`src/rtl/rgb_to_display_pixel_converter_unit_assert.svh`:
```
// assertion macros for the pixel converter
`ifndef RGB_TO_DISPLAY_PIXEL_CONVERTER_UNIT_ASSERT_SVH
`define RGB_TO_DISPLAY_PIXEL_CONVERTER_UNIT_ASSERT_SVH

`ifndef SYNTHESIS

`define RDPC_ASSERT_IMPLY(name, clk, rst, ante, cons) \
   name: assert property (@(posedge clk) disable iff (rst) (ante) |-> (cons)) \
      else $error("rdpc: same-cycle check failed");

`define RDPC_ASSERT_NEXT(name, clk, rst, ante, cons) \
   name: assert property (@(posedge clk) disable iff (rst) (ante) |=> (cons)) \
      else $error("rdpc: next-cycle check failed");

`else

`define RDPC_ASSERT_IMPLY(name, clk, rst, ante, cons)

`define RDPC_ASSERT_NEXT(name, clk, rst, ante, cons)

`endif

`endif

```
`src/rtl/rdpc_pkg.sv`:
```
`default_nettype none

package rdpc_pkg;

   localparam int CHAN_BITS         = 8;
   localparam int MASK_BITS         = 32;
   localparam int PIX_FIELD_BITS    = 32;
   localparam int LEVEL_BITS        = 3;
   localparam int QUANT_PROD_BITS   = CHAN_BITS + LEVEL_BITS;
   localparam int ROW_BITS          = 6;
   localparam int CUBE_IDX_BITS     = 9;
   localparam int CSR_INDEX_BITS    = 3;
   localparam int CUBE_ENTRIES_DEF  = 256;
   localparam int PIXEL_BITS_DEF    = 32;
   // largest cube with six levels per channel
   localparam int CUBE_FULL_ENTRIES = 216;

   localparam logic [LEVEL_BITS-1:0] RED_LEVELS_RST   = 3'd6;
   localparam logic [LEVEL_BITS-1:0] GREEN_LEVELS_RST = 3'd6;
   localparam logic [LEVEL_BITS-1:0] BLUE_LEVELS_RST  = 3'd5;
   localparam logic [LEVEL_BITS-1:0] MAX_LEVELS       = 3'd6;

   typedef enum logic {
      CMD_CONVERT = 1'b0,
      CMD_LOAD    = 1'b1
   } cmd_type;

   typedef enum logic {
      MODE_TRUE_COLOR = 1'b0,
      MODE_CUBE       = 1'b1
   } mode_type;

   typedef enum logic [CSR_INDEX_BITS-1:0] {
      CSR_COLOR_MODE   = 3'd0,
      CSR_RED_MASK     = 3'd1,
      CSR_GREEN_MASK   = 3'd2,
      CSR_BLUE_MASK    = 3'd3,
      CSR_RED_LEVELS   = 3'd4,
      CSR_GREEN_LEVELS = 3'd5,
      CSR_BLUE_LEVELS  = 3'd6
   } csr_addr_type;

   // which channel bit lands on one pixel bit
   typedef struct packed {
      logic       en;
      logic [2:0] sel;
   } lane_sel_type;

   typedef lane_sel_type [MASK_BITS-1:0] mask_map_type;

   typedef struct packed {
      logic [LEVEL_BITS-1:0] red;
      logic [LEVEL_BITS-1:0] green;
      logic [LEVEL_BITS-1:0] blue;
   } cube_levels_type;

   typedef struct packed {
      logic                 en;
      csr_addr_type         index;
      logic [MASK_BITS-1:0] data;
   } csr_wr_type;

   typedef struct packed {
      logic s1;
      logic s2;
   } pipe_en_type;

   // rank of each set mask bit counted from the top, first eight only
   function automatic mask_map_type build_lane_map(input logic [MASK_BITS-1:0] mask);
      mask_map_type         m;
      logic [MASK_BITS-1:0] above;
      logic [5:0]           rank;
      for (int b = 0; b < MASK_BITS; b++) begin
         above    = mask >> (b + 1);
         rank     = 6'($countones(above));
         m[b].en  = mask[b] && (rank < 6'd8);
         m[b].sel = 3'd7 - rank[2:0];
      end
      return m;
   endfunction

endpackage

`default_nettype wire

```
`src/rtl/rdpc_mask_pack.sv`:
```
`default_nettype none

module rdpc_mask_pack
   import rdpc_pkg::*;
(
   input  wire logic                      clock,
   input  wire logic                      reset,
   input  wire csr_wr_type                csr_wr,
   input  wire logic [CHAN_BITS-1:0]      red_in,
   input  wire logic [CHAN_BITS-1:0]      green_in,
   input  wire logic [CHAN_BITS-1:0]      blue_in,
   output logic      [PIX_FIELD_BITS-1:0] packed_pixel
);

   mask_map_type red_map_ff, green_map_ff, blue_map_ff;
   mask_map_type red_map_in, green_map_in, blue_map_in;
   mask_map_type new_map;

   // maps are rebuilt once per mask write, the item path only selects
   always_comb begin
      new_map      = build_lane_map(csr_wr.data);
      red_map_in   = red_map_ff;
      green_map_in = green_map_ff;
      blue_map_in  = blue_map_ff;
      if (csr_wr.en) begin
         case (csr_wr.index)
            CSR_RED_MASK:   red_map_in   = new_map;
            CSR_GREEN_MASK: green_map_in = new_map;
            CSR_BLUE_MASK:  blue_map_in  = new_map;
            default: ;
         endcase
      end
   end

   always_ff @(posedge clock) begin
      if (reset) begin
         red_map_ff   <= '0;
         green_map_ff <= '0;
         blue_map_ff  <= '0;
      end else begin
         red_map_ff   <= red_map_in;
         green_map_ff <= green_map_in;
         blue_map_ff  <= blue_map_in;
      end
   end

   always_comb begin
      for (int b = 0; b < PIX_FIELD_BITS; b++) begin
         packed_pixel[b] = (red_map_ff[b].en   && red_in[red_map_ff[b].sel])
                        || (green_map_ff[b].en && green_in[green_map_ff[b].sel])
                        || (blue_map_ff[b].en  && blue_in[blue_map_ff[b].sel]);
      end
   end

endmodule

`default_nettype wire

```
`config.mk`:
```
export PLATFORM = sky130hd
export DESIGN_NAME = rdpc_mask_pack
export DESIGN_NICKNAME = d
export VERILOG_FILES = /design/src/rtl/rgb_to_display_pixel_converter_unit_assert.svh /design/src/rtl/rdpc_pkg.sv /design/src/rtl/rdpc_mask_pack.sv
export SDC_FILE = /design/constraint.sdc
export NUM_CORES = 1
export LEC_CHECK = 0
export BUFFER_PORTS_ARGS = -buffer_cell sky130_fd_sc_hd__clkbuf_2
export CAP_MARGIN = 5
export CORE_AREA = 2 2 209 293
export DETAILED_ROUTE_END_ITERATION = 8
export DIE_AREA = 0 0 211 295
export GPL_TIMING_DRIVEN = 1
export PLACE_DENSITY = 0.65
export RECOVER_POWER = 50
export SLEW_MARGIN = 5
export SYNTH_ARGS = -nofsm -noshare
export SYNTH_HDL_FRONTEND = slang
export SYNTH_SLANG_ARGS = --single-unit
```
`constraint.sdc`:
```
create_clock -name clock -period 5.5 [get_ports clock]
set_input_delay 0.55 -clock clock [delete_from_list [all_inputs] [get_ports clock]]
set_output_delay 0.55 -clock clock [all_outputs]
set_load 0.03 [all_outputs]
```
; Word level (Yosys, flattened, before mapping)
; Index checks and enable logic that the tools add are counted.
[totals]
output_inout_bits = 32
elab_cells = 863
input_bits = 62
reg_bits = 378
[classes]
n_reduce_logical = 194
add_sub_neg = 155
eq_ne = 3
n_lt_le_gt_ge = 127
muxes = 192
[op_table]
columns = cell, count
row1 = 3-bit by 4-bit less-than comparator with 1-bit output (second input constant), 97
row2 = 6-bit adder, 62
row3 = 1-bit binary-select mux with 3-bit select, 96
row4 = 6-bit by 4-bit less-than comparator with 1-bit output (second input constant), 28
row5 = 1-bit logical AND, 127
row6 = 1-bit two-way mux, 96
row7 = 3-bit subtractor (first input constant), 29
row8 = 2-bit by 2-bit adder with 3-bit output, 27
row9 = 1-bit logical OR, 64
row10 = 1-bit by 1-bit adder with 2-bit output, 30
row11 = 6-bit by 1-bit adder with 6-bit output, 3
row12 = 2-bit by 6-bit adder with 6-bit output, 1
row13 = 3-bit by 2-bit == test with 1-bit output (second input constant), 2
row14 = 2-bit AND reduction, 3
row15 = 1-bit by 4-bit less-than comparator with 1-bit output (second input constant), 1
row16 = 2-bit by 4-bit less-than comparator with 1-bit output (second input constant), 1
row17 = 2-bit by 1-bit adder with 3-bit output, 1
row18 = 3-bit by 1-bit == test with 1-bit output (second input constant), 1
row19 = 1-bit by 2-bit subtractor with 3-bit output (first input constant), 1
row20 = 3-bit by 2-bit subtractor with 3-bit output (first input constant), 1

; Logic depth before layout (Yosys ltp)
[logic_depth]
depth_word = 7
mapped_depth = 21
mapped_depth_nobuf = 21

; Least setup slack after synthesis
; No wires, ideal clock.
[synth_timing]
path_type = in2reg
startpoint = input csr_wr[19] (netlist bit)
endpoint = register red_map_ff[11] (netlist bit)
required_time_ns = 5.430
stages = 20
slack_ns = 0.070
t_arrival_ns = 5.360
setup_ns = 0.070
path_cell_list = ha_1 > ha_1 > inv_1 > fa_1 > inv_1 > fa_1 > inv_1 > fa_1 > inv_1 > fa_1 > inv_1 > fa_1 > inv_1 > ha_1 > fa_1 > a21o_1 > a21oi_1 > xor2_1 > nand4_1 > a21oi_1
[synth_between]
elab_chain_len = 7
[synth_rtl]
columns = item, line
row1 = "start, declared", rdpc_mask_pack.sv:8  ; input wire csr_wr_type csr_wr,
row2 = 1-bit by 1-bit adder with 2-bit output (not written as such), rdpc_pkg.sv:75  ; rank = 6'($countones(above));
row3 = 2-bit by 2-bit adder with 3-bit output (not written as such), rdpc_pkg.sv:75
row4 = 6-bit adder (not written as such) (3 in series), rdpc_pkg.sv:75
row5 = 6-bit by 4-bit less-than comparator with 1-bit output, rdpc_pkg.sv:76  ; m[b].en = mask[b] && (rank < 6'd8);
row6 = 1-bit logical AND, rdpc_pkg.sv:76
row7 = "end signal, assigned", rdpc_mask_pack.sv:41  ; red_map_ff <= red_map_in;
row8 = "end, declared", rdpc_mask_pack.sv:15  ; mask_map_type red_map_ff, green_map_ff, blue_map_ff;
; No other way between the ends.
; A chain may end at the register's enable or synchronous reset.

; Final worst setup path
[layout_timing]
startpoint = input csr_wr[20] (netlist bit)
endpoint = register green_map_ff[11] (netlist bit)
[layout_between]
elab_chain_len = 7
[layout_rtl]
columns = item, line
row1 = 1-bit by 1-bit adder with 2-bit output (not written as such), rdpc_pkg.sv:75
row2 = 2-bit by 2-bit adder with 3-bit output (not written as such), rdpc_pkg.sv:75
row3 = 6-bit adder (not written as such) (3 in series), rdpc_pkg.sv:75
row4 = 6-bit by 4-bit less-than comparator with 1-bit output, rdpc_pkg.sv:76
row5 = 1-bit logical AND, rdpc_pkg.sv:76
row6 = "end signal, assigned", rdpc_mask_pack.sv:42  ; green_map_ff <= green_map_in;
row7 = "end, declared", rdpc_mask_pack.sv:15
; No other way between the ends.

==> run_results.csv <==
group,metric,value,unit
clock_network,cts_tree,"done",
min_path,hp-class,"in2reg",
timing,finalHoldViolCount,0,
timing,rsz0062_at_grt,"false",
timing,maxSlewViolCount,361,
timing,skew,0,ns
synth,yosysTopAreaCell,"dfxtp_1",
finish,area_growth,10.21,%
routing,dr.first_iter.drc_count,2117,
global_routing,grtUsageMet1,36.08,%
placement,place_area,28080,um2
synth,postSynthAreaPerCell,10.20,um2
routing,vias_per_cell,6.230,
pwr,p_int,7.803,mW
placement,place_inst,3385,
pwr,p_sw,6.324,mW
floorplanning,fp.dieW,211,um
floorplanning,start_util,44.52,%
timing,period_share,96.06,%
timing,finalSetupViolCount,0,
floorplanning,core.rowCount,106,
synth,ys_ff_latch,369,
synth,postSynth.asyncResetShare,0,%
clock_network,numCtsBuffers,38,
setup_path,r2r_slack,4.52,ns
synth,netlist_area,26510,um2
timing,max_freq,189.3,MHz
synth,synth_area_leaders,"dfxtp_1, mux4_2, ha_1",
placement,gp_congestion,0.9449,
floorplanning,core-area,59550,um2
global_routing,grt_pass1_wl,137.4,mm
global_routing,gr-usage-all-layers,29.87,%
routing,ant_nets,0,
placement,port_buffers,93,
pwr,switching_share,44.77,%
floorplanning,die_area,62250,um2
finish,finalNonFillerCells,3452,
pwr,irDropWorstVdd,0.3812,mV
run_status,outcome,"finished, violations left",
clock_network,post-cts-setup-buffer-count,0,
setup_path,critical_path_class,"in2reg",
clock_network,h-tree-depth,2,
global_routing,antenna_found_initial,7,
clock_network,clk_latency,0.55,ns
global_routing,grt-busiest-layer,"met2",
pwr,seqPwrFrac,20.8,%
routing,wl,93.04,mm
synth,synth_edf_count,0,
routing,drc,0,
synth,yosysSeqAreaShare,27.86,%
clock_network,path_clk_slew,0.07,ns
flow_run,maxCapViolCount,3,
timing,slew_headroom,-154.7,%
global_routing,grt_max_degree,191,
setup_path,rr_startpoint,"blue_map_ff[116]",
pwr,p_per_area,483.5,nW/um2
global_routing,grt-ovfl-total,0,
timing,tightestPinTransition,3.820,ns
setup_path,cp-start-kind,"input pin",
pwr,clkPwrFrac,18.5,%
routing,wl_per_cell,26.95,um
finish,fin_util,49.07,%
routing,vias,21507,
pwr,comb_power_share,60.7,%
finish,layout.nets,3086,
setup_path,worst_ep_arrival_time,5.75,ns
finish,fill_cells,5389,
setup_path,cp-startpoint,"csr_wr[20]",
run_status,violations,"max-capacitance violations, max-slew violations",
synth,synth_cell_types,52,
synth,synth_top_area_share,27.86,%
clock_network,root_buffer,"clkbuf_16",
clock_network,cts.sinks,369,
global_routing,grt.met2_usage,49.70,%
global_routing,grt_pass1_vias,22039,
global_routing,met3_usage,5.789,%
setup_path,ff2ff_path_depth,2,
placement,dp.final_hpwl,65.28,mm
timing,layout_min_cycle_time,5.284,ns
finish,multi_input_area,17300,um2
setup_path,crit_required,5.97,ns
synth,ys.flop_type,"dfxtp_1",
finish,drive_gt1_share,18.34,%
pwr,total_power,14.13,mW
min_path,min_path_cells,3,
clock_network,cts_buffer_depth,3,
synth,syn-num-nets,3016,
setup_path,timing.rr.end,"blue_map_ff[116]",
synth,netlist_instances,2599,
setup_path,worstSetupEndpointType,"flip-flop",
finish,ff_latch_area,7387,um2
routing,drt_first_pass_iters,6,
setup_path,cp_max_fo,3,
floorplanning,dieHeight,295,um
min_path,hold_path_startpoint,"csr_wr[29]",
pwr,p_leak,12.06,nW
floorplanning,ios,94,
finish,stdcell_area,29220,um2
min_path,whs_endpoint,"blue_map_ff[119]",
synth,ys_warn_count,0,
## power groups by stage
stage	combinational (mW)	clock, mW	sequential, mW
5_1_grt	9.29	2.72	2.96
6_report	8.57	2.61	2.94
4_1_cts	8.51	2.63	2.94
3_3_place_gp	8.19	0	2.99
3_5_place_dp	8.44	0	3.00
2_1_floorplan	5.50	0	2.97
## registers in the layout (all words and copies together), names as in the netlist
name / flops
blue_map_ff: 123
green_map_ff: 123
red_map_ff: 123
## synthesized netlist by cell type (2+ instances only)
master    number
nor3b_1        4
a211oi_1     231
buf_2         76
xor2_1        35
mux2_1        11
xnor2_1       30
and3_1         5
nand2_1      208
a21o_1        47
a21oi_1      158
clkbuf_1     103
nand3_1       17
or2_2          6
or3_1          4
and2_0         3
o21bai_1       4
o41ai_1        3
buf_6         10
a222oi_1      32
nand3b_1      16
dfxtp_1      369
nor2b_1        7
nand4_1       18
nor2_1       278
clkbuf_2       4
nand2b_1       2
o21a_1         9
and2_1         2
a21boi_0       2
fa_1         125
mux2i_1        5
inv_1        245
mux4_1        49
mux4_2       134
mux2_2        82
o21ai_0       17
o211ai_1       4
ha_1         230
## cells in the final DEF (no fill, tap or decap), types with 6 or more instances in the layout
cell type,n
nand3b_1,16
clkbuf_16,39
a21o_1,47
clkbuf_8,10
nand3_1,16
fa_1,124
clkbuf_2,90
buf_4,115
o21a_1,9
ha_1,230
mux2_1,11
dfxtp_1,369
o21ai_0,15
xor2_1,35
mux4_2,134
nand4_1,18
a21oi_1,158
nor2_1,279
or2_2,6
nor2b_1,7
mux2_2,82
a222oi_1,32
nand2_1,208
inv_1,245
clkbuf_1,22
mux4_1,49
a211oi_1,231
xnor2_1,31
## per-layer routing
layer / wire length [um] / share of wire, % / vias to the layer above
met5: 14 / 0.015 / -
met4: 5988 / 6.4 / 2
met3: 8636 / 9.3 / 327
met2: 44320 / 48 / 1158
met1: 34080 / 37 / 10580
li1: - / - / 9440
## cells by family after synthesis
logic type | share of synthesized area, %
flops | 27.86
fa+ha+maj | 20.33
compound gates | 13.16
simple gates | 9.094
xor+xnor | 2.293
mux | 20.38
buf+inv | 6.890
## final cells by class
class / instances / area share, %
sequential: 369 / 25.28
antenna: 2 / 0.01713
clock inverter: 9 / 0.2869
tap: 756 / 3.237
clock buffer: 56 / 3.901
multi-input combinational: 1791 / 59.21
inverter: 245 / 3.147
timing repair buffer: 224 / 4.920
## through the flow
| step | setup slack (ns) | hold slack (ns) | setup TNS (ns) |
|---|---|---|---|
| after floorplan | 0.06993 | 0.4314 | 0 |
| after global placement | -0.2700 | 0.4433 | -1.263 |
| after detailed placement | -0.2972 | 0.4469 | -1.654 |
| after CTS | 0.2592 | 0.3687 | 0 |
| after global routing | 0.009659 | 0.3806 | 0 |
| final | 0.2165 | 0.3790 | 0 |
## how the worst max path moves through the flow
stage | endpoint | cells after the start
after floorplan | red_map_ff[11] | 20
after global placement | green_map_ff[11] | 21
after detailed placement | red_map_ff[11] | 21
after CTS | red_map_ff[11] | 21
after global routing | green_map_ff[11] | 21
final | green_map_ff[11] | 21
## worst max-delay path, stage by stage
cell and delay, ns:
clkbuf_2 0.14, ha_1 0.32, ha_1 0.15, inv_1 0.05
fa_1 0.48, inv_1 0.07, fa_1 0.60, inv_1 0.08
fa_1 0.56, inv_1 0.08, fa_1 0.53, inv_1 0.05
fa_1 0.52, inv_1 0.04, ha_1 0.22, fa_1 0.40
a21o_1 0.19, a21oi_1 0.16, xor2_1 0.24, nand4_1 0.14
a21oi_1 0.19
## repair_timing
| item | in CTS | in global routing |
|---|---|---|
| resized for setup | 0 | 3 |
| endpoints found under the setup margin | 0 | 3 |
| hold buffers | 0 | 0 |
Note: power is estimated with default switching activity, not from simulation.
