$ cat config.mk
export PLATFORM = sky130hd
export DESIGN_NAME = rdpc_cube_index
export DESIGN_NICKNAME = d
export VERILOG_FILES = /design/src/rtl/rgb_to_display_pixel_converter_unit_assert.svh /design/src/rtl/rdpc_pkg.sv /design/src/rtl/rdpc_cube_index.sv
export SDC_FILE = /design/constraint.sdc
export NUM_CORES = 1
export LEC_CHECK = 0
export BUFFER_PORTS_ARGS = -buffer_cell sky130_fd_sc_hd__buf_2
export CORE_MARGIN = 10
export CORE_UTILIZATION = 55
export CTS_CLUSTER_SIZE = 8
export DETAILED_ROUTE_END_ITERATION = 6
export GPL_ROUTABILITY_DRIVEN = 0
export GPL_TIMING_DRIVEN = 1
export PLACE_DENSITY = 0.86
export SYNTH_ARGS = -nofsm -noshare
export SYNTH_HDL_FRONTEND = slang
export SYNTH_SLANG_ARGS = --single-unit
$ cat constraint.sdc
create_clock -name clock -period 3.1 [get_ports clock]
set_clock_uncertainty 0.1 [all_clocks]
set_input_delay 0.155 -clock clock [delete_from_list [all_inputs] [get_ports clock]]
set_output_delay 0.155 -clock clock [all_outputs]
set_load 0.02 [all_outputs]
$ cat src/rtl/rgb_to_display_pixel_converter_unit_assert.svh
// assertion macros for the pixel converter
`ifndef RGB_TO_DISPLAY_PIXEL_CONVERTER_UNIT_ASSERT_SVH
`define RGB_TO_DISPLAY_PIXEL_CONVERTER_UNIT_ASSERT_SVH

`ifndef SYNTHESIS

`define RDPC_ASSERT_IMPLY(name, clk, rst, ante, cons) \
   name: assert property (@(posedge clk) disable iff (rst) (ante) |-> (cons)) \
      else $error("rdpc: same-cycle check failed");

`define RDPC_ASSERT_NEXT(name, clk, rst, ante, cons) \
   name: assert property (@(posedge clk) disable iff (rst) (ante) |=> (cons)) \
      else $error("rdpc: next-cycle check failed");

`else

`define RDPC_ASSERT_IMPLY(name, clk, rst, ante, cons)

`define RDPC_ASSERT_NEXT(name, clk, rst, ante, cons)

`endif

`endif

$ cat src/rtl/rdpc_pkg.sv
`default_nettype none

package rdpc_pkg;

   localparam int CHAN_BITS         = 8;
   localparam int MASK_BITS         = 32;
   localparam int PIX_FIELD_BITS    = 32;
   localparam int LEVEL_BITS        = 3;
   localparam int QUANT_PROD_BITS   = CHAN_BITS + LEVEL_BITS;
   localparam int ROW_BITS          = 6;
   localparam int CUBE_IDX_BITS     = 9;
   localparam int CSR_INDEX_BITS    = 3;
   localparam int CUBE_ENTRIES_DEF  = 256;
   localparam int PIXEL_BITS_DEF    = 32;
   // largest cube with six levels per channel
   localparam int CUBE_FULL_ENTRIES = 216;

   localparam logic [LEVEL_BITS-1:0] RED_LEVELS_RST   = 3'd6;
   localparam logic [LEVEL_BITS-1:0] GREEN_LEVELS_RST = 3'd6;
   localparam logic [LEVEL_BITS-1:0] BLUE_LEVELS_RST  = 3'd5;
   localparam logic [LEVEL_BITS-1:0] MAX_LEVELS       = 3'd6;

   typedef enum logic {
      CMD_CONVERT = 1'b0,
      CMD_LOAD    = 1'b1
   } cmd_type;

   typedef enum logic {
      MODE_TRUE_COLOR = 1'b0,
      MODE_CUBE       = 1'b1
   } mode_type;

   typedef enum logic [CSR_INDEX_BITS-1:0] {
      CSR_COLOR_MODE   = 3'd0,
      CSR_RED_MASK     = 3'd1,
      CSR_GREEN_MASK   = 3'd2,
      CSR_BLUE_MASK    = 3'd3,
      CSR_RED_LEVELS   = 3'd4,
      CSR_GREEN_LEVELS = 3'd5,
      CSR_BLUE_LEVELS  = 3'd6
   } csr_addr_type;

   // which channel bit lands on one pixel bit
   typedef struct packed {
      logic       en;
      logic [2:0] sel;
   } lane_sel_type;

   typedef lane_sel_type [MASK_BITS-1:0] mask_map_type;

   typedef struct packed {
      logic [LEVEL_BITS-1:0] red;
      logic [LEVEL_BITS-1:0] green;
      logic [LEVEL_BITS-1:0] blue;
   } cube_levels_type;

   typedef struct packed {
      logic                 en;
      csr_addr_type         index;
      logic [MASK_BITS-1:0] data;
   } csr_wr_type;

   typedef struct packed {
      logic s1;
      logic s2;
   } pipe_en_type;

   // rank of each set mask bit counted from the top, first eight only
   function automatic mask_map_type build_lane_map(input logic [MASK_BITS-1:0] mask);
      mask_map_type         m;
      logic [MASK_BITS-1:0] above;
      logic [5:0]           rank;
      for (int b = 0; b < MASK_BITS; b++) begin
         above    = mask >> (b + 1);
         rank     = 6'($countones(above));
         m[b].en  = mask[b] && (rank < 6'd8);
         m[b].sel = 3'd7 - rank[2:0];
      end
      return m;
   endfunction

endpackage

`default_nettype wire

$ cat src/rtl/rdpc_cube_index.sv
`default_nettype none

module rdpc_cube_index
   import rdpc_pkg::*;
(
   input  wire logic                     clock,
   input  wire pipe_en_type              en,
   input  wire cube_levels_type          levels,
   input  wire logic [CHAN_BITS-1:0]     red_in,
   input  wire logic [CHAN_BITS-1:0]     green_in,
   input  wire logic [CHAN_BITS-1:0]     blue_in,
   output logic      [CUBE_IDX_BITS-1:0] cube_idx
);

   logic [QUANT_PROD_BITS-1:0] red_prod, green_prod, blue_prod;
   logic [LEVEL_BITS-1:0]      rq_ff, gq_ff, bq_ff;
   logic [LEVEL_BITS-1:0]      rq_in, gq_in, bq_in;
   logic [ROW_BITS-1:0]        row_ff, row_in;
   logic [LEVEL_BITS-1:0]      bq2_ff, bq2_in;

   // stage 1: quantize each channel as (value * levels) >> 8
   always_comb begin
      red_prod   = QUANT_PROD_BITS'(red_in)   * QUANT_PROD_BITS'(levels.red);
      green_prod = QUANT_PROD_BITS'(green_in) * QUANT_PROD_BITS'(levels.green);
      blue_prod  = QUANT_PROD_BITS'(blue_in)  * QUANT_PROD_BITS'(levels.blue);
      rq_in      = en.s1 ? red_prod[QUANT_PROD_BITS-1:CHAN_BITS]   : rq_ff;
      gq_in      = en.s1 ? green_prod[QUANT_PROD_BITS-1:CHAN_BITS] : gq_ff;
      bq_in      = en.s1 ? blue_prod[QUANT_PROD_BITS-1:CHAN_BITS]  : bq_ff;
   end

   // stage 2: rq * greens + gq
   always_comb begin
      row_in = en.s2 ? (ROW_BITS'(rq_ff) * ROW_BITS'(levels.green) + ROW_BITS'(gq_ff))
                     : row_ff;
      bq2_in = en.s2 ? bq_ff : bq2_ff;
   end

   always_ff @(posedge clock) begin
      rq_ff  <= rq_in;
      gq_ff  <= gq_in;
      bq_ff  <= bq_in;
      row_ff <= row_in;
      bq2_ff <= bq2_in;
   end

   // final multiply-add feeds the table address
   assign cube_idx = CUBE_IDX_BITS'(row_ff) * CUBE_IDX_BITS'(levels.blue)
                   + CUBE_IDX_BITS'(bq2_ff);

endmodule

`default_nettype wire

# Yosys cells after proc, flatten, opt, wreduce, memory -nomap -nowiden

Cells that the tools add are included.

Register bits after elaboration: 18
Bits of input ports: 36
Output and inout port bits: 9
Word-level logic and storage cells: 12

Add/sub/neg operators: 2
Multipliers: 5

Operators with widths:

| cell         | count |
|---|---|
| $mul 8x3->11 | 3 |
| $add 9x3->9  | 1 |
| $mul 6x3->9  | 1 |
| $add 6x3->6  | 1 |
| $mul 3x3->6  | 1 |

# Longest topological paths before layout

Gate-level depths: netlist (run 1).

Word-level depth: 2
Depth in mapped cells: 10
Gate-level depth less buffers: 9

# Least setup slack after synthesis (run 1)

Ideal clock, no wire load.

Path kind: in2out
Start point: input levels[2] (netlist bit)
End point: output cube_idx[7]
Arrival time: 2.764 ns
Data required time: 2.845 ns
Path slack: 0.081 ns
Cell stages on the path: 10
Buffers on the path: 1
Path through: clkbuf_1 -> nand2_1 -> fa_1 -> inv_1 -> fa_1 -> fa_1 -> a21o_1 -> a21oi_1 -> or4b_1 -> o2111ai_1

Cells in the longest elaborated chain, start to end: 2

RTL lines:

| item               | RTL line              | text |
|---|---|---|
| start: declaration | rdpc_cube_index.sv:8  | `input wire cube_levels_type levels,` |
| $mul 6x3->9        | rdpc_cube_index.sv:47 | `assign cube_idx = CUBE_IDX_BITS'(row_ff) * CUBE_IDX_BITS'(levels.blue)` |
| $add 9x3->9        | rdpc_cube_index.sv:48 | `+ CUBE_IDX_BITS'(bq2_ff);` |
| end: declaration   | rdpc_cube_index.sv:12 | `output logic [CUBE_IDX_BITS-1:0] cube_idx` |

No other way between the ends.

# Worst setup path in the final report (run 1)

Start point: register row_ff[1]
End point: output cube_idx[7]

Cells in the longest elaborated chain, start to end: 2

RTL lines:

| item                     | RTL line              | text |
|---|---|---|
| start: declaration       | rdpc_cube_index.sv:18 | `logic [ROW_BITS-1:0] row_ff, row_in;` |
| start signal: assignment | rdpc_cube_index.sv:42 | `row_ff <= row_in;` |
| $mul 6x3->9              | rdpc_cube_index.sv:47 |  |
| $add 9x3->9              | rdpc_cube_index.sv:48 |  |

No other way between the ends.

==> impl_metrics.ini, run 1 <==
[clocking]
cts_inserted_buffers = 3
clkLatencyLatePin_ns = 0.25
clockBufferDepth = 2
path_clk_slew_ns = 0.07
cts_tree = done
cts_sinks = 18
root_buffer = clkbuf_8
cts_max_level = 1

[place]
place_hpwl_um = 5000
post_dp_cell_area_um2 = 3200
port_buffers = 44

[sta]
min_period_ns = 3.23
tns_ns = -0.254
worst_hold_slack_ns = 0.160
slew_violations = 0
max_freq_ghz = 0.309
setup_slack_ns = -0.133
setup_viol_count_final = 3
fin_crit_sh_pct = 104
max_slew_margin_pct = 75.6
tightestPinTransition_ns = 0.361
hold_viol_final = 0
rsz0062_at_grt = yes

[cells_and_area]
nets = 475
drive_gt1_share_pct = 18.8
fill_cells = 435
area_growth_pct = 15.2
antenna_cells = 0
final_util_pct = 65.1
fin_area_um2 = 3330

[status]
status = finished with violations
failed_checks = negative setup slack

[floorplan]
std_cell_rows = 26
die_w_um = 92.5
io_pins = 45
core-area_um2 = 5110
die_y_um = 92.5
initial_core_util_pct = 56.5
dieArea_um2 = 8550

[worst_setup_path]
path_class = flip-flop to primary output
cp_slowest_stage_delay_ns = 0.52
crit_top_cell = fa_1
critical-path-top-delay-family = adder cells
crit_path_end_kind = primary output
critPathBufInv = 2
worstPathRequired_ns = 2.84
r2r_setup_slack_ns = 0.28
worst_ep_arrival_time_ns = 2.98
crit_chain = nand2_2 -> fa_1 -> inv_1 -> fa_1 -> fa_2 -> a21o_1 -> a21oi_2 -> or4b_1 -> o2111ai_1 -> buf_4
cp_slowest_cell = fa_1
cp-start-kind = flip-flop
critical_path.max_fanout = 3

[yosys]
syn_avg_cell_area_um2 = 9.29
synth_edf_count = 18
syn_area_um2 = 2890
async_flop_share_pct = 0
synthesis.nets = 424
ys.warnings.count = 0
seq_area_frac_synth_pct = 18.7
synth-main-ff-cell = edfxtp_1
synth_cell_types = 36
syn_inst = 311
ys_ff_latch = 18

[flow_run]
maxCapViolations = 0

[routing]
postRouteWirelength_um = 5920
routedWlPerCell_um = 13.7
firstDrtPassIters = 5
vias = 2317
via_per_inst = 5.38
drc = 0
antenna_left = 0
drt_iter0_drc = 73

[power_and_ir_drop]
irDropWorstVdd_uv = 480
finalPower_mw = 1.58
leakage_nw = 1.81
powerDensity_nw_per_um2 = 474

[min_path]
hold_class = primary input to flip-flop

[grt]
grt_pass1_vias = 2437
overflow = 0
grt_max_degree = 14
grt_use_total_pct = 14.1
grt_pass1_wl_um = 10300
antenna_found_initial = 0
==> routing by layer <==
layer | vias up | wire [um] | track usage [%] | part of all wire, %
met1 | 1126 | 2490 | 16.0 | 42
met3 | 5 | 207 | 2.02 | 3.5
met5 | - | 0 | 0 | 0
met2 | 42 | 3160 | 26.5 | 53
met4 | 0 | 64 | 4.11 | 1.1
li1 | 1144 | - | - | -
==> what timing repair did <==
action / in CTS / in global routing
setup buffers: 2 / 2
hold buffers: 0 / 0
pin swaps: 7 / 2
gates resized for setup: 8 / 5
setup endpoints to repair: 4 / 4
==> flip-flops by register name (all words and copies together), names as in the netlist <==
name,flops
row_ff,6
bq2_ff,3
bq_ff,3
gq_ff,3
rq_ff,3
==> Yosys cell counts, types with 2 or more instances <==
cell | n | share of area (%)
o22ai_1 | 2 | 0.43
nand4_1 | 4 | 0.87
o21bai_1 | 2 | 0.52
inv_1 | 42 | 5.5
nor2_1 | 6 | 0.78
nor3_1 | 4 | 0.69
and2_1 | 40 | 8.7
xnor2_1 | 8 | 2.4
nand2_1 | 51 | 6.6
ha_1 | 50 | 22
edfxtp_1 | 18 | 19
and2_2 | 2 | 0.52
fa_1 | 27 | 19
o21ai_0 | 2 | 0.35
o41ai_1 | 3 | 0.91
a21o_1 | 11 | 2.9
nand3_1 | 4 | 0.69
clkbuf_1 | 5 | 0.65
o221ai_1 | 2 | 0.61
xor2_1 | 5 | 1.5
a21oi_1 | 8 | 1.4
==> report_power, final <==
part,leakage (nW),internal [mW],switching [mW]
combinational,1.61,0.474,0.588
clock,0.0231,0.0878,0.0733
sequential,0.176,0.329,0.0229
==> final cells by class <==
cell class              instances  area, um2  share of cell area (%)
clock buffers                   3       41.3                    1.24
inverters                      42        158                    4.74
multi-input cells             245       2200                    66.3
flip-flops and latches         18        541                    16.3
well taps                      70       87.6                    2.63
clock inverters                 1       3.75                   0.113
repair buffers                 52        290                    8.73
==> path summary, 6_finish.rpt <==
kind	start	end	cells after the start
setup / recovery	row_ff[1]	cube_idx[7]	10
hold / removal	en[0]	bq2_ff[1]	1
setup reg to reg	rq_ff[0]	row_ff[5]	8
hold reg to reg	bq_ff[2]	bq2_ff[2]	0
==> layout by cell type, fill, tap and decap left out, types with 2 or more instances in the layout <==
master / count
a21oi_1: 6
inv_1: 42
ha_1: 47
a21oi_2: 2
nor2_1: 6
fa_1: 26
buf_4: 12
nor3_1: 4
o22ai_1: 2
nand3_1: 4
and2_2: 2
nand4_1: 4
o221ai_1: 2
xor2_1: 5
buf_2: 40
nand2_1: 50
and2_1: 40
edfxtp_1: 18
o41ai_1: 2
o21ai_0: 2
a21o_1: 11
clkbuf_8: 3
xnor2_1: 7
ha_2: 2
o21bai_1: 2
==> through the flow <==
stage	cells	setup WS (ns)
final	431	-0.133
after global routing	431	-0.234
after CTS	429	-0.152
after detailed placement	423	-0.0299
after global placement	423	0.0717
after floorplan	311	0.0807
==> kinds of logic after synthesis <==
logic type | Yosys count | synth area share [%]
XOR/XNOR | 13 | 3.94
AND/OR/NAND/NOR | 116 | 20.4
AO/OA/AOI/OAI | 39 | 10.1
buffers and inverters | 48 | 6.50
flip-flops | 18 | 18.7
adder cells (fa/ha/maj) | 77 | 40.4
No activity file was read; power rests on OpenSTA's default activity.
==> inputs of run 2 (changes only) <==
--- a/config.mk
+++ b/config.mk
@@ -12,6 +12,7 @@
 export DETAILED_ROUTE_END_ITERATION = 6
 export GPL_ROUTABILITY_DRIVEN = 0
 export GPL_TIMING_DRIVEN = 1
+export MAX_ROUTING_LAYER = met4
 export PLACE_DENSITY = 0.86
 export SYNTH_ARGS = -nofsm -noshare
 export SYNTH_HDL_FRONTEND = slang
==> run 2 against run 1 <==
The run still ends with negative setup slack left. Cell count did not move. Die area unchanged. Register-to-register slack is essentially flat. Utilization unchanged. Total power hardly changed. First-iteration DRC count grew 23%. Sequential power hardly changed.
==> impl_metrics.ini, run 2 (same netlist as run 1, synthesis figures left out) <==
[power_and_ir_drop]
irDropWorstVdd_uv = 480
p_int_mw = 0.891
finalPower_mw = 1.57
powerDensity_nw_per_um2 = 473
sw_frac_of_total_pct = 43.4
leakage_nw = 1.81
seqPwrFrac_pct = 22.3
combPwrFrac_pct = 67.5
clockPowerShare_pct = 10.2
switchingPower_mw = 0.684

[worst_setup_path]
r2r_setup_slack_ns = 0.28
worstPathRequired_ns = 2.84
critical_path.max_fanout = 3
worst_ep_arrival_time_ns = 2.98
reg2reg_depth = 8
timing.rr.end = row_ff[5]
cp_slowest_stage_delay_ns = 0.52
cp_slowest_cell = fa_1
cp-start-kind = flip-flop
crit_top_cell = fa_1
crit_chain = nand2_1 -> fa_1 -> inv_1 -> fa_1 -> fa_2 -> a21o_1 -> a21oi_2 -> or4b_1 -> o2111ai_1 -> buf_4
timing.rr.start = rq_ff[0]
path_class = flip-flop to primary output
crit_path_end_kind = primary output

[place]
port_buffers = 44
place_hpwl_um = 5000

[clocking]
clkLatencyLatePin_ns = 0.25
cts_inserted_buffers = 3
path_clk_slew_ns = 0.06
root_buffer = clkbuf_8
cts_max_level = 1
cts_tree = done
cts_sinks = 18
clockBufferDepth = 2

[floorplan]
initial_core_util_pct = 56.5
die_w_um = 92.5
dieArea_um2 = 8550
io_pins = 45
die_y_um = 92.5
std_cell_rows = 26
core-area_um2 = 5110

[min_path]
min_from = en[0]
hold_depth = 1
hold_class = primary input to flip-flop
min_to = bq2_ff[1]

[cells_and_area]
regMostFlops = row_ff
largest_register_ffs = 6
final_util_pct = 65.1
final_common_cell = nand2_1
fill_cells = 435
nets = 475
area_growth_pct = 15.2
drive_gt1_share_pct = 18.8
antenna_cells = 0
final_cell_mix = 50 x nand2_1, 47 x ha_1, 42 x inv_1

[sta]
min_period_ns = 3.23
rsz0062_at_grt = yes
fin_crit_sh_pct = 104
max_slew_margin_pct = 75.7
max_freq_ghz = 0.309
setup_viol_count_final = 3
hold_viol_final = 0
slew_violations = 0
tightestPinTransition_ns = 0.360
setup_slack_ns = -0.134

[grt]
overflow = 0
antenna_found_initial = 0
grt_pass1_vias = 2437
grt_max_degree = 14
grt_pass1_wl_um = 10400
grt_use_total_pct = 14.5

[routing]
firstDrtPassIters = 4
postRouteWirelength_um = 5910
vias = 2316
drt_iter0_drc = 90
drc = 0
routedWlPerCell_um = 13.7
antenna_left = 0
via_per_inst = 5.37

[flow_run]
maxCapViolations = 0

[status]
failed_checks = negative setup slack
status = finished with violations
## run 2: cell counts in the layout (fill, tap and decap cells not counted)
No cell type changed its count.
## run 2: repair_timing
action,in CTS,in global routing
buffers inserted,2,2
pin swaps,7,2
setup endpoints to repair,4,4
hold buffers,0,0
gates resized for setup,8,5
## run 2: power by group through the flow
stage | Sequential (mW) | Combinational (mW) | Clock, mW
floorplan | 0.347 | 0.700 | 0
global placement | 0.351 | 0.907 | 0
detailed placement | 0.357 | 0.948 | 0
CTS | 0.352 | 1.01 | 0.164
global route | 0.358 | 1.19 | 0.178
finish | 0.352 | 1.06 | 0.160
## run 2: per-layer routing
layer  global-route usage, %  wire, um
met1                    16.2      2490
met5                       -         0
met3                    1.69       180
met2                    26.5      3170
met4                    4.11        68
## run 2: how the worst max path moves through the flow
stage	from	end	cells past startpoint
final	row_ff[2]	cube_idx[7]	10
after global placement	row_ff[0]	cube_idx[8]	10
after CTS	row_ff[0]	cube_idx[8]	10
after global routing	row_ff[1]	cube_idx[7]	10
after floorplan	levels[2]	cube_idx[7]	10
after detailed placement	row_ff[0]	cube_idx[8]	10
## run 2: final cells by class
cell class / count / area [um2] / share of cell area, %
Clock buffer: 3 / 41.3 / 1.24
Clock inverter: 1 / 3.75 / 0.113
Inverter: 42 / 158 / 4.74
Multi-Input combinational cell: 245 / 2200 / 66.3
Sequential cell: 18 / 541 / 16.3
Tap cell: 70 / 87.6 / 2.63
Timing Repair Buffer: 52 / 290 / 8.73
## run 2: per-stage QoR
stage	hold slack [ns]	setup slack [ns]	instance area (um2)	instances	TNS, ns
CTS	0.159	-0.152	3290	429	-0.252
floorplan	0.167	0.0807	2890	311	0
finish	0.160	-0.134	3330	431	-0.255
detailed placement	0.305	-0.0299	3200	423	-0.0470
global placement	0.303	0.0717	3200	423	0
global route	0.158	-0.233	3330	431	-0.726
## run 2: worst max-delay path, delay by kind of cell (launching register included)
family | cells | cell delay [ns]
flops | 1 | 0.38
compound gates | 3 | 0.31
buf+inv | 2 | 0.22
fa+ha+maj | 3 | 1.23
simple gates | 2 | 0.58
